--- config.mk ---
export PLATFORM = sky130hd
export DESIGN_NAME = gf256_arith_unit
export DESIGN_NICKNAME = d
export VERILOG_FILES = /design/src/sv/gfau_pkg.sv /design/src/sv/gfau_mul.sv /design/src/sv/gf256_arith_unit.sv
export VERILOG_INCLUDE_DIRS = /design/src /design/src/sv
export SDC_FILE = /design/constraint.sdc
export NUM_CORES = 1
export LEC_CHECK = 0
export BUFFER_PORTS_ARGS = -buffer_cell sky130_fd_sc_hd__buf_4
export CORE_ASPECT_RATIO = 1.75
export CORE_MARGIN = 2
export CORE_UTILIZATION = 50
export CTS_CLUSTER_SIZE = 16
export DETAILED_ROUTE_END_ITERATION = 8
export PLACE_DENSITY = 0.66
export SYNTH_ARGS = -nofsm -noshare
export SYNTH_HDL_FRONTEND = slang
export SYNTH_SLANG_ARGS = --single-unit
--- constraint.sdc ---
create_clock -name clk_i -period 4 [get_ports clk_i]
set_clock_uncertainty 0.1 [all_clocks]
set_input_delay 0.4 -clock clk_i [delete_from_list [all_inputs] [get_ports clk_i]]
set_output_delay 0.4 -clock clk_i [all_outputs]
set_load 0.02 [all_outputs]
--- src/sv/gf256_arith_unit_macros.svh ---
// assertion macros for the gf256 arithmetic unit
// expects clk_i and rst_ni in the scope where a macro is used
`ifndef GF256_ARITH_UNIT_MACROS_SVH
`define GF256_ARITH_UNIT_MACROS_SVH

// same-cycle implication
`define GFAU_ASSERT_IMP(lbl, ante, cons, msg) \
  lbl: assert property (@(posedge clk_i) disable iff (!rst_ni) (ante) |-> (cons)) \
    else $error(msg);

// next-cycle implication
`define GFAU_ASSERT_NXT(lbl, ante, cons, msg) \
  lbl: assert property (@(posedge clk_i) disable iff (!rst_ni) (ante) |=> (cons)) \
    else $error(msg);

`endif

--- src/sv/gfau_pkg.sv ---
// shared types, constants and helpers of the gf256 arithmetic unit
// no dependencies
package gfau_pkg;

  localparam int unsigned DataW = 8;
  localparam int unsigned PolyW = DataW + 1;
  localparam int unsigned DegW  = 4;

  localparam logic [DataW-1:0] PolyReset = 8'h1B;
  localparam logic [DataW-1:0] FieldOne  = 8'h01;

  typedef enum logic [1:0] {
    CMD_ADD = 2'd0,
    CMD_MUL = 2'd1,
    CMD_POW = 2'd2,
    CMD_INV = 2'd3
  } gfau_cmd_e;

  typedef enum logic [2:0] {
    ST_IDLE,
    ST_MUL_GO,
    ST_MUL_WAIT,
    ST_DIV,
    ST_INV_GO,
    ST_INV_WAIT,
    ST_DONE
  } gfau_state_e;

  typedef struct packed {
    logic             start;
    logic [DataW-1:0] x;
    logic [DataW-1:0] y;
  } gfau_mul_req_t;

  typedef struct packed {
    logic             busy;
    logic             done;
    logic [DataW-1:0] prod;
  } gfau_mul_rsp_t;

  // degree of a polynomial of up to nine bits, zero for zero
  function automatic logic [DegW-1:0] deg9(input logic [PolyW-1:0] v);
    logic [DegW-1:0] d;
    d = '0;
    for (int k = 0; k < PolyW; k++) begin
      if (v[k]) begin
        d = DegW'(k);
      end
    end
    return d;
  endfunction

endpackage

--- src/sv/gfau_mul.sv ---
// bit-serial field multiplier, one bit of y per cycle with reduction
// depends on gfau_pkg
module gfau_mul
  import gfau_pkg::*;
(
  input  logic             clk_i,
  input  logic             rst_ni,
  input  logic [DataW-1:0] poly_i,
  input  gfau_mul_req_t    req_i,
  output gfau_mul_rsp_t    rsp_o
);

  localparam int unsigned CntW = $clog2(DataW);

  logic [DataW-1:0] x_q, x_d, y_q, y_d, acc_q, acc_d;
  logic [CntW-1:0]  cnt_q, cnt_d;
  logic             busy_q, busy_d, done_q, done_d;
  logic             last;

  assign last = (cnt_q == CntW'(DataW - 1));

  always_comb begin
    x_d    = x_q;
    y_d    = y_q;
    acc_d  = acc_q;
    cnt_d  = cnt_q;
    busy_d = busy_q;
    done_d = 1'b0;
    if (req_i.start) begin
      x_d    = req_i.x;
      y_d    = req_i.y;
      acc_d  = '0;
      cnt_d  = '0;
      busy_d = 1'b1;
    end else if (busy_q) begin
      if (y_q[0]) begin
        acc_d = acc_q ^ x_q;
      end
      // multiply x by the field element x (0x02), reducing on overflow of the top bit
      if (x_q[DataW-1]) begin
        x_d = {x_q[DataW-2:0], 1'b0} ^ poly_i;
      end else begin
        x_d = {x_q[DataW-2:0], 1'b0};
      end
      y_d   = {1'b0, y_q[DataW-1:1]};
      cnt_d = cnt_q + 1'b1;
      if (last) begin
        busy_d = 1'b0;
        done_d = 1'b1;
      end
    end
  end

  always_ff @(posedge clk_i or negedge rst_ni) begin
    if (!rst_ni) begin
      busy_q <= 1'b0;
      done_q <= 1'b0;
      cnt_q  <= '0;
    end else begin
      busy_q <= busy_d;
      done_q <= done_d;
      cnt_q  <= cnt_d;
    end
  end

  always_ff @(posedge clk_i) begin
    x_q   <= x_d;
    y_q   <= y_d;
    acc_q <= acc_d;
  end

  assign rsp_o.busy = busy_q;
  assign rsp_o.done = done_q;
  assign rsp_o.prod = acc_q;

endmodule

--- src/sv/gf256_arith_unit.sv ---
// add loads its result directly; multiply runs one product, power one product per unit of exponent
// inverse: per euclid round, one division step per quotient term, then one product of quotient and cofactor
// one item at a time; the next is taken the cycle after the result loads
// the bit-serial multiplier sets the pace
// async active-low reset: idle, output empty, poly_low back to 0x1b
// depends on gfau_pkg, gfau_mul and gf256_arith_unit_macros.svh
`include "gf256_arith_unit_macros.svh"

module gf256_arith_unit
  import gfau_pkg::*;
(
  input  logic             clk_i,
  input  logic             rst_ni,
  input  logic             cfg_valid_i,
  output logic             cfg_ready_o,
  input  logic [DataW-1:0] cfg_poly_low_i,
  input  logic             in_valid_i,
  output logic             in_ready_o,
  input  logic [1:0]       command_i,
  input  logic [DataW-1:0] operand_a_i,
  input  logic [DataW-1:0] operand_b_i,
  output logic             out_valid_o,
  input  logic             out_ready_i,
  output logic [DataW-1:0] result_o
);

  gfau_state_e      state_q, state_d;
  logic [DataW-1:0] poly_q;
  logic [DataW-1:0] z_q, z_d, base_q, base_d, cnt_q, cnt_d;
  logic [PolyW-1:0] num_q, num_d;
  logic [DataW-1:0] r1_q, r1_d, quo_q, quo_d, u0_q, u0_d, u1_q, u1_d;
  logic [DataW-1:0] res_q, res_d, out_q, out_d;
  logic             out_valid_q, out_valid_d;

  gfau_mul_req_t    mul_req;
  gfau_mul_rsp_t    mul_rsp;
  gfau_cmd_e        cmd;
  logic             in_fire, out_free, step_ok, mul_wait;
  logic [DegW-1:0]  num_deg, den_deg, shamt;
  logic [DataW-1:0] u2;

  assign cmd      = gfau_cmd_e'(command_i);
  assign in_fire  = in_valid_i && in_ready_o;
  assign out_free = !out_valid_q || out_ready_i;

  // one long-division step: cancel the leading term of the remainder
  assign num_deg = deg9(num_q);
  assign den_deg = deg9({1'b0, r1_q});
  assign step_ok = (num_q != '0) && (num_deg >= den_deg);
  assign shamt   = num_deg - den_deg;
  assign u2      = mul_rsp.prod ^ u0_q;

  gfau_mul u_mul (
    .clk_i  (clk_i),
    .rst_ni (rst_ni),
    .poly_i (poly_q),
    .req_i  (mul_req),
    .rsp_o  (mul_rsp)
  );

  // next state
  always_comb begin
    state_d = state_q;
    unique case (state_q)
      ST_IDLE: begin
        if (in_fire) begin
          unique case (cmd)
            CMD_ADD: state_d = ST_DONE;
            CMD_MUL: state_d = ST_MUL_GO;
            CMD_POW: state_d = (operand_b_i == '0) ? ST_DONE : ST_MUL_GO;
            CMD_INV: state_d = (operand_a_i <= FieldOne) ? ST_DONE : ST_DIV;
            default: state_d = ST_DONE;
          endcase
        end
      end
      ST_MUL_GO: state_d = ST_MUL_WAIT;
      ST_MUL_WAIT: begin
        if (mul_rsp.done) begin
          state_d = (cnt_q == FieldOne) ? ST_DONE : ST_MUL_GO;
        end
      end
      ST_DIV: begin
        if (!step_ok) begin
          state_d = ST_INV_GO;
        end
      end
      ST_INV_GO: state_d = ST_INV_WAIT;
      ST_INV_WAIT: begin
        if (mul_rsp.done) begin
          state_d = (num_q <= PolyW'(FieldOne)) ? ST_DONE : ST_DIV;
        end
      end
      ST_DONE: begin
        if (out_free) begin
          state_d = ST_IDLE;
        end
      end
      default: state_d = ST_IDLE;
    endcase
  end

  // outputs of the state machine
  always_comb begin
    in_ready_o    = 1'b0;
    mul_req.start = 1'b0;
    mul_req.x     = z_q;
    mul_req.y     = base_q;
    unique case (state_q)
      ST_IDLE:   in_ready_o = 1'b1;
      ST_MUL_GO: mul_req.start = 1'b1;
      ST_INV_GO: begin
        mul_req.start = 1'b1;
        mul_req.x     = quo_q;
        mul_req.y     = u1_q;
      end
      default: begin
        in_ready_o    = 1'b0;
        mul_req.start = 1'b0;
      end
    endcase
  end

  // datapath
  always_comb begin
    z_d    = z_q;
    base_d = base_q;
    cnt_d  = cnt_q;
    num_d  = num_q;
    r1_d   = r1_q;
    quo_d  = quo_q;
    u0_d   = u0_q;
    u1_d   = u1_q;
    res_d  = res_q;
    unique case (state_q)
      ST_IDLE: begin
        if (in_fire) begin
          unique case (cmd)
            CMD_ADD: res_d = operand_a_i ^ operand_b_i;
            CMD_MUL: begin
              z_d    = operand_a_i;
              base_d = operand_b_i;
              cnt_d  = FieldOne;
            end
            CMD_POW: begin
              z_d    = FieldOne;
              base_d = operand_a_i;
              cnt_d  = operand_b_i;
              res_d  = FieldOne;
            end
            CMD_INV: begin
              // inputs zero and one are their own results
              num_d = {1'b1, poly_q};
              r1_d  = operand_a_i;
              quo_d = '0;
              u0_d  = '0;
              u1_d  = FieldOne;
              res_d = operand_a_i;
            end
            default: res_d = res_q;
          endcase
        end
      end
      ST_MUL_WAIT: begin
        if (mul_rsp.done) begin
          z_d   = mul_rsp.prod;
          cnt_d = cnt_q - 1'b1;
          res_d = mul_rsp.prod;
        end
      end
      ST_DIV: begin
        if (step_ok) begin
          num_d = num_q ^ ({1'b0, r1_q} << shamt);
          quo_d = quo_q | (FieldOne << shamt[2:0]);
        end
      end
      ST_INV_WAIT: begin
        if (mul_rsp.done) begin
          u0_d  = u1_q;
          u1_d  = u2;
          r1_d  = num_q[DataW-1:0];
          num_d = {1'b0, r1_q};
          quo_d = '0;
          res_d = u2;
        end
      end
      default: res_d = res_q;
    endcase
  end

  always_comb begin
    out_valid_d = out_valid_q;
    out_d       = out_q;
    if (state_q == ST_DONE && out_free) begin
      out_valid_d = 1'b1;
      out_d       = res_q;
    end else if (out_ready_i) begin
      out_valid_d = 1'b0;
    end
  end

  always_ff @(posedge clk_i or negedge rst_ni) begin
    if (!rst_ni) begin
      state_q     <= ST_IDLE;
      out_valid_q <= 1'b0;
      poly_q      <= PolyReset;
    end else begin
      state_q     <= state_d;
      out_valid_q <= out_valid_d;
      if (cfg_valid_i && cfg_ready_o) begin
        poly_q <= cfg_poly_low_i;
      end
    end
  end

  always_ff @(posedge clk_i) begin
    z_q    <= z_d;
    base_q <= base_d;
    cnt_q  <= cnt_d;
    num_q  <= num_d;
    r1_q   <= r1_d;
    quo_q  <= quo_d;
    u0_q   <= u0_d;
    u1_q   <= u1_d;
    res_q  <= res_d;
    out_q  <= out_d;
  end

  assign cfg_ready_o = 1'b1;
  assign out_valid_o = out_valid_q;
  assign result_o    = out_q;

  assign mul_wait = (state_q == ST_MUL_WAIT) || (state_q == ST_INV_WAIT);

  `GFAU_ASSERT_IMP(a_start_idle, mul_req.start, !mul_rsp.busy, "multiplier restarted while busy")
  `GFAU_ASSERT_NXT(a_start_busy, mul_req.start, mul_rsp.busy, "multiplier did not take start")
  `GFAU_ASSERT_IMP(a_div_deg, state_q == ST_DIV, r1_q > FieldOne, "division by constant")
  `GFAU_ASSERT_IMP(a_done_wait, mul_rsp.done, mul_wait, "product with nobody waiting")
  `GFAU_ASSERT_IMP(a_pow_cnt, state_q == ST_MUL_WAIT, cnt_q != '0, "power count ran out")

endmodule

---- Word level (Yosys, flattened, before mapping) ----
Index checks and enable logic that the tools add are counted.
word-level totals
  register bits ........................... 122
  input bits .............................. 31
  logic and storage cells ................. 153
  output and inout bits ................... 11
operators by class
  reductions and logical operators ........ 24
  $add $sub $neg .......................... 3
  muxes and demuxes ....................... 76
  equality and inequality tests ........... 20
  bitwise gates (word level) .............. 6
  shift operators ......................... 2
  $lt $le $gt $ge ......................... 3
operators with widths
  operator                                                                count
  8-bit two-way mux                                                       21
  8-bit case mux with 2 select lines                                      8
  8-bit case mux with 3 select lines                                      3
  4-bit two-way mux                                                       11
  9-bit two-way mux                                                       4
  3-bit two-way mux                                                       11
  8-bit XOR                                                               4
  9-bit case mux with 3 select lines                                      1
  3-bit case mux with 7 select lines                                      1
  16-bit two-way mux                                                      1
  5-bit AND reduction                                                     3
  3-bit == test (second input constant)                                   4
  1-bit two-way mux                                                       12
  3-bit case mux with 4 select lines                                      1
  2-bit inequality test (second input constant)                           5
  2-bit nonzero test                                                      5
  9-bit by 1-bit <= comparator with 1-bit output (second input constant)  1
  9-bit nonzero test                                                      1
  8-bit by 4-bit << shifter with 9-bit output                             1
  9-bit XOR                                                               1
  8-bit by 1-bit == test with 1-bit output (second input constant)        1
  8-bit by 1-bit <= comparator with 1-bit output (second input constant)  1
  8-bit zero test                                                         1
  8-bit OR                                                                1
  other kinds (23)                                                        31

---- Logic depth before layout (Yosys ltp) ----
  depth in word-level cells ............... 13
  gate-level depth with buffers ........... 13
  mapped depth without buffers ............ 12

---- Modules after synthesis ----
From an unflattened synthesis, not the netlist that was laid out.
second synthesis, totals
  cell total of the unflattened synthesis .. 636
  area total of the unflattened synthesis .. 6914.1 um2
modules (own cells, without submodules)
  module            area each (um2)  sequential area each (um2)  cells an instance  times used
  gf256_arith_unit  5462.7           2737.6                      513                1
  gfau_mul          1451.4           765.7                       123                1

---- Worst setup path before layout ----
Ideal clock, no wire load.
  kind .................................... reg-to-reg
  start point ............................. reg num_q[2]
  end point ............................... reg num_q[6] (data pin)
  stages on the path, launching flop included .. 11
  setup slack ............................. 786 ps
  arrival ................................. 2848 ps
  buffers on the path ..................... 0
  data required time ...................... 3634 ps
  path through ............................ edfxtp_1 > nand2b_1 > a221oi_1 > o21bai_1 > ha_1 > fa_1 > xor2_2 > mux4_2 > nor3_1 > xnor2_1 > o21ai_1
on the way
  longest elaborated chain between the ends .. 12
RTL lines
  element                                      line                     source
  start, declared                              gf256_arith_unit.sv:30   logic [PolyW-1:0] num_q, num_d;
  start signal, assigned                       gf256_arith_unit.sv:219  num_q <= num_d;
  2-bit two-way mux (2 in series)              gfau_pkg.sv:46           if (v[k]) begin
  4-bit two-way mux (5 in series)              gfau_pkg.sv:46
  4-bit subtractor                             gf256_arith_unit.sv:50   assign shamt = num_deg - den_deg;
  8-bit by 4-bit << shifter with 9-bit output  gf256_arith_unit.sv:172  num_d = num_q ^ ({1'b0, r1_q} << shamt);
  9-bit XOR                                    gf256_arith_unit.sv:172
  9-bit two-way mux                            gf256_arith_unit.sv:171  if (step_ok) begin
  9-bit case mux with 3 select lines           gf256_arith_unit.sv:134  unique case (state_q)
  named net num_d[6]                           gf256_arith_unit.sv:30
The timed path passes the listed nets, and every way through them passes these cells. The select of a mux whose other input is x is not followed.
A chain may end at the register's enable or synchronous reset.

---- Worst setup path after layout ----
Ends and elaborated chain as after synthesis.

==> results.sh <==
export IMPL_status="finished clean"
export IMPL_power_density_nw_per_um2=727.2
export IMPL_synth_cell_types=73
export IMPL_crit_fanout=13
export IMPL_synth_top_cell_area_share_pct=43.33
export IMPL_holdPathEnd="poly_q[6]$_DFFE_PN0P_"
export IMPL_synth_edf_count=97
export IMPL_cts_inserted_buffers=17
export IMPL_post_route_min_period_ns=3.678
export IMPL_leakage_nw=2.984
export IMPL_cts_root_buf="clkbuf_16"
export IMPL_antennaDiodeCount=0
export IMPL_finalCritPeriodShare_pct=91.95
export IMPL_grt_pass1_vias=5190
export IMPL_critical_path_required_ns=4.03
export IMPL_reg2reg_from="num_q[2]$_DFFE_PP_"
export IMPL_hpwl_um=12980
export IMPL_crit_reg2reg_capture="num_q[6]$_DFFE_PP_"
export IMPL_synth_most_common_cell="nand2_1"
export IMPL_criticalPathCategory="reg2reg"
export IMPL_hold_violations=0
export IMPL_grt_overflow=0
export IMPL_yosysWarnings=0
export IMPL_die_width_um=91.66
export IMPL_synth_avg_cell_area_um2=10.44
export IMPL_syn_area_um2=6723
export IMPL_syn_nets=687
export IMPL_viasPerCell=5.779
export IMPL_slew_violations=0
export IMPL_crit_arrival_ns=3.71
export IMPL_grt_pass1_wl_um=27790
export IMPL_antenna_found_initial=0
export IMPL_clk_pin_slew_ns=0.06
export IMPL_critPathLaunchType="register"
export IMPL_cts_resized_gates=0
export IMPL_initial_core_util_pct=50.77
export IMPL_synth_top_flop_cell="edfxtp_1"
export IMPL_postSynth_asyncResetShare_pct=13.93
export IMPL_nNetsFinal=723
export IMPL_min_from="cfg_poly_low_i[6]"
export IMPL_cts_tree="done"
export IMPL_wirelength_um=17530
export IMPL_clock_sinks=122
export IMPL_die_height_um=157.4
export IMPL_antenna_left=0
export IMPL_ys_seq_elements=122
export IMPL_fill_cells=1146
export IMPL_wire_per_inst_um=20.22
export IMPL_htreeDepth=4
export IMPL_yosysTopAreaCell="edfxtp_1"
export IMPL_drv_cap=0
export IMPL_grt_max_degree=40
export IMPL_grtUsageTotal_pct=25.53
export IMPL_fmax_ghz=0.2719
export IMPL_power_w=0.005657
export IMPL_area_delta_synth_final_pct=15.73
export IMPL_dr_pass1_iters=7
export IMPL_synth_common_cells="nand2_1, edfxtp_1, nor2_1, xnor2_1, clkbuf_1"
export IMPL_coreArea_um2=13240
export IMPL_die_area_um2=14430
export IMPL_placementRows=56
export IMPL_min_path_type="in2reg"
export IMPL_port_buffers=40
export IMPL_rsz0062_at_grt="false"
export IMPL_pre_cts_slack_ns=0.3589
export IMPL_seq_area_frac_synth_pct=52.11
export IMPL_worst_setup_path_end_kind="register"
export IMPL_finalWorstSetupSlack_ns=0.3221
export IMPL_setup_viol=0
export IMPL_synthCells=644
export IMPL_tns_ns=0
export IMPL_max_vdd_ir_drop_mv=0.3706
export IMPL_clock_latency_ns=0.41
export IMPL_routabilityCongestion=0.9235
export IMPL_via_count=5010
export IMPL_min_path_cells=2
export IMPL_drc=0
export IMPL_drive_gt1_share_pct=18.47
export IMPL_io_pins=42
export IMPL_r2r_cells=10
export IMPL_ctsLongestPathBuffers=2
export IMPL_holdWs_ns=0.1165
export IMPL_reg2reg_slack_ns=0.32
export IMPL_drt_iter0_markers=280
export IMPL_max_slew_worst_pin_slew_ns=1.084
export IMPL_max_slew_margin_pct=27.72
export IMPL_synth_area_leaders="edfxtp_1, nand2_1, dfrtp_1, xnor2_1, nor2_1"
[through the flow]
step | util [%] | cells | cell area, um2
detailed placement | 54.32 | 834 | 7193
finish | 58.75 | 867 | 7780
floorplan | - | 644 | 6723
global placement | 54.32 | 834 | 7193
global route | 58.75 | 867 | 7780
CTS | 58.75 | 867 | 7780
[per-layer routing]
layer  GRT usage (%)  up-vias  share of wire [%]  wire length (um)
met5               0        -                  0                 0
met3           4.548       51                3.8               660
met4           14.79        0                6.1              1061
li1                -     2380                  -                 -
met2           47.62      140                 55              9556
met1           26.39     2439                 36              6252
[registers in the layout, indices dropped and copies added (netlist names), 3 cells and up]
name,count
r1_q,8
result_o,8
res_q,8
u0_q,8
u1_q,8
cnt_q,8
u_mul.cnt_q,3
poly_q,8
u_mul.x_q,8
num_q,9
base_q,8
u_mul.y_q,8
quo_q,8
z_q,8
u_mul.acc_q,8
state_q,3
[area by class of cell]
class | instances | area, um2 | area share [%]
Sequential cell | 122 | 3503 | 45.03
Tap cell | 174 | 217.7 | 2.798
Inverter | 12 | 45.04 | 0.5790
Timing Repair Buffer | 55 | 415.4 | 5.339
Clock inverter | 13 | 143.9 | 1.849
Multi-Input combinational cell | 472 | 3022 | 38.84
Clock buffer | 19 | 432.9 | 5.564
[cells by family after synthesis]
family                     share of synthesized area [%]
and+or+nand+nor                                    17.64
muxes                                              6.495
other                                            0.05578
buffers and inverters                              3.108
DFF                                                52.11
xor gates and xnor gates                           6.365
adders and majority gates                          2.345
AOI/OAI and AO/OA                                  11.87
[critical path, cell delays in order, from the launching register on]
cell,delay [ns]
edfxtp_1,0.46
nand2b_1,0.18
a221oi_1,0.32
o21bai_1,0.11
ha_1,0.23
fa_1,0.84
mux2i_1,0.17
mux4_2,0.48
nor3_1,0.27
xnor2_1,0.16
o21ai_1,0.07
[worst max path at each step]
stage	end	slack (ns)	start
final	num_q[6]$_DFFE_PP_	0.32	num_q[2]$_DFFE_PP_
after global routing	num_q[6]$_DFFE_PP_	0.12	num_q[2]$_DFFE_PP_
after CTS	num_q[6]$_DFFE_PP_	0.34	num_q[2]$_DFFE_PP_
after detailed placement	num_q[6]$_DFFE_PP_	0.36	num_q[2]$_DFFE_PP_
after global placement	num_q[6]$_DFFE_PP_	0.43	num_q[2]$_DFFE_PP_
after floorplan	num_q[6]$_DFFE_PP_	0.79	num_q[2]$_DFFE_PP_
[power by group]
group	switching, W	leakage, nW	total (W)	internal (W)
registers	0.000317	1.18	0.00214	0.00182
logic	0.00122	1.53	0.00203	0.000809
clock network	0.000570	0.272	0.00149	0.000920
[what timing repair did]
action | in CTS | in global routing
endpoints found under the hold margin | 17 | 0
hold buffers | 1 | 0
setup buffers | 0 | 0
[placed cells by master, fill, tap and decap left out, types with 4 or more instances in the layout]
master,synthesis,routed
o21ai_1,27,27
a31oi_1,20,20
nor3_1,13,12
and2_1,10,10
nand3b_1,9,9
nor2_1,62,62
mux2_2,18,18
dfstp_2,4,4
nand2b_1,7,7
edfxtp_1,97,97
xor2_1,13,13
mux2i_1,11,11
clkbuf_16,0,17
ha_1,11,11
a22oi_1,14,14
inv_1,10,10
xnor2_1,34,34
buf_4,3,54
dfxtp_1,8,8
dfrtp_1,13,13
clkinv_4,0,4
nor4_1,4,4
mux4_2,5,5
nand3_1,14,14
a21oi_1,17,16
nand2_1,112,112
o21ai_0,13,13
Note: power is estimated with default switching activity, not from simulation.
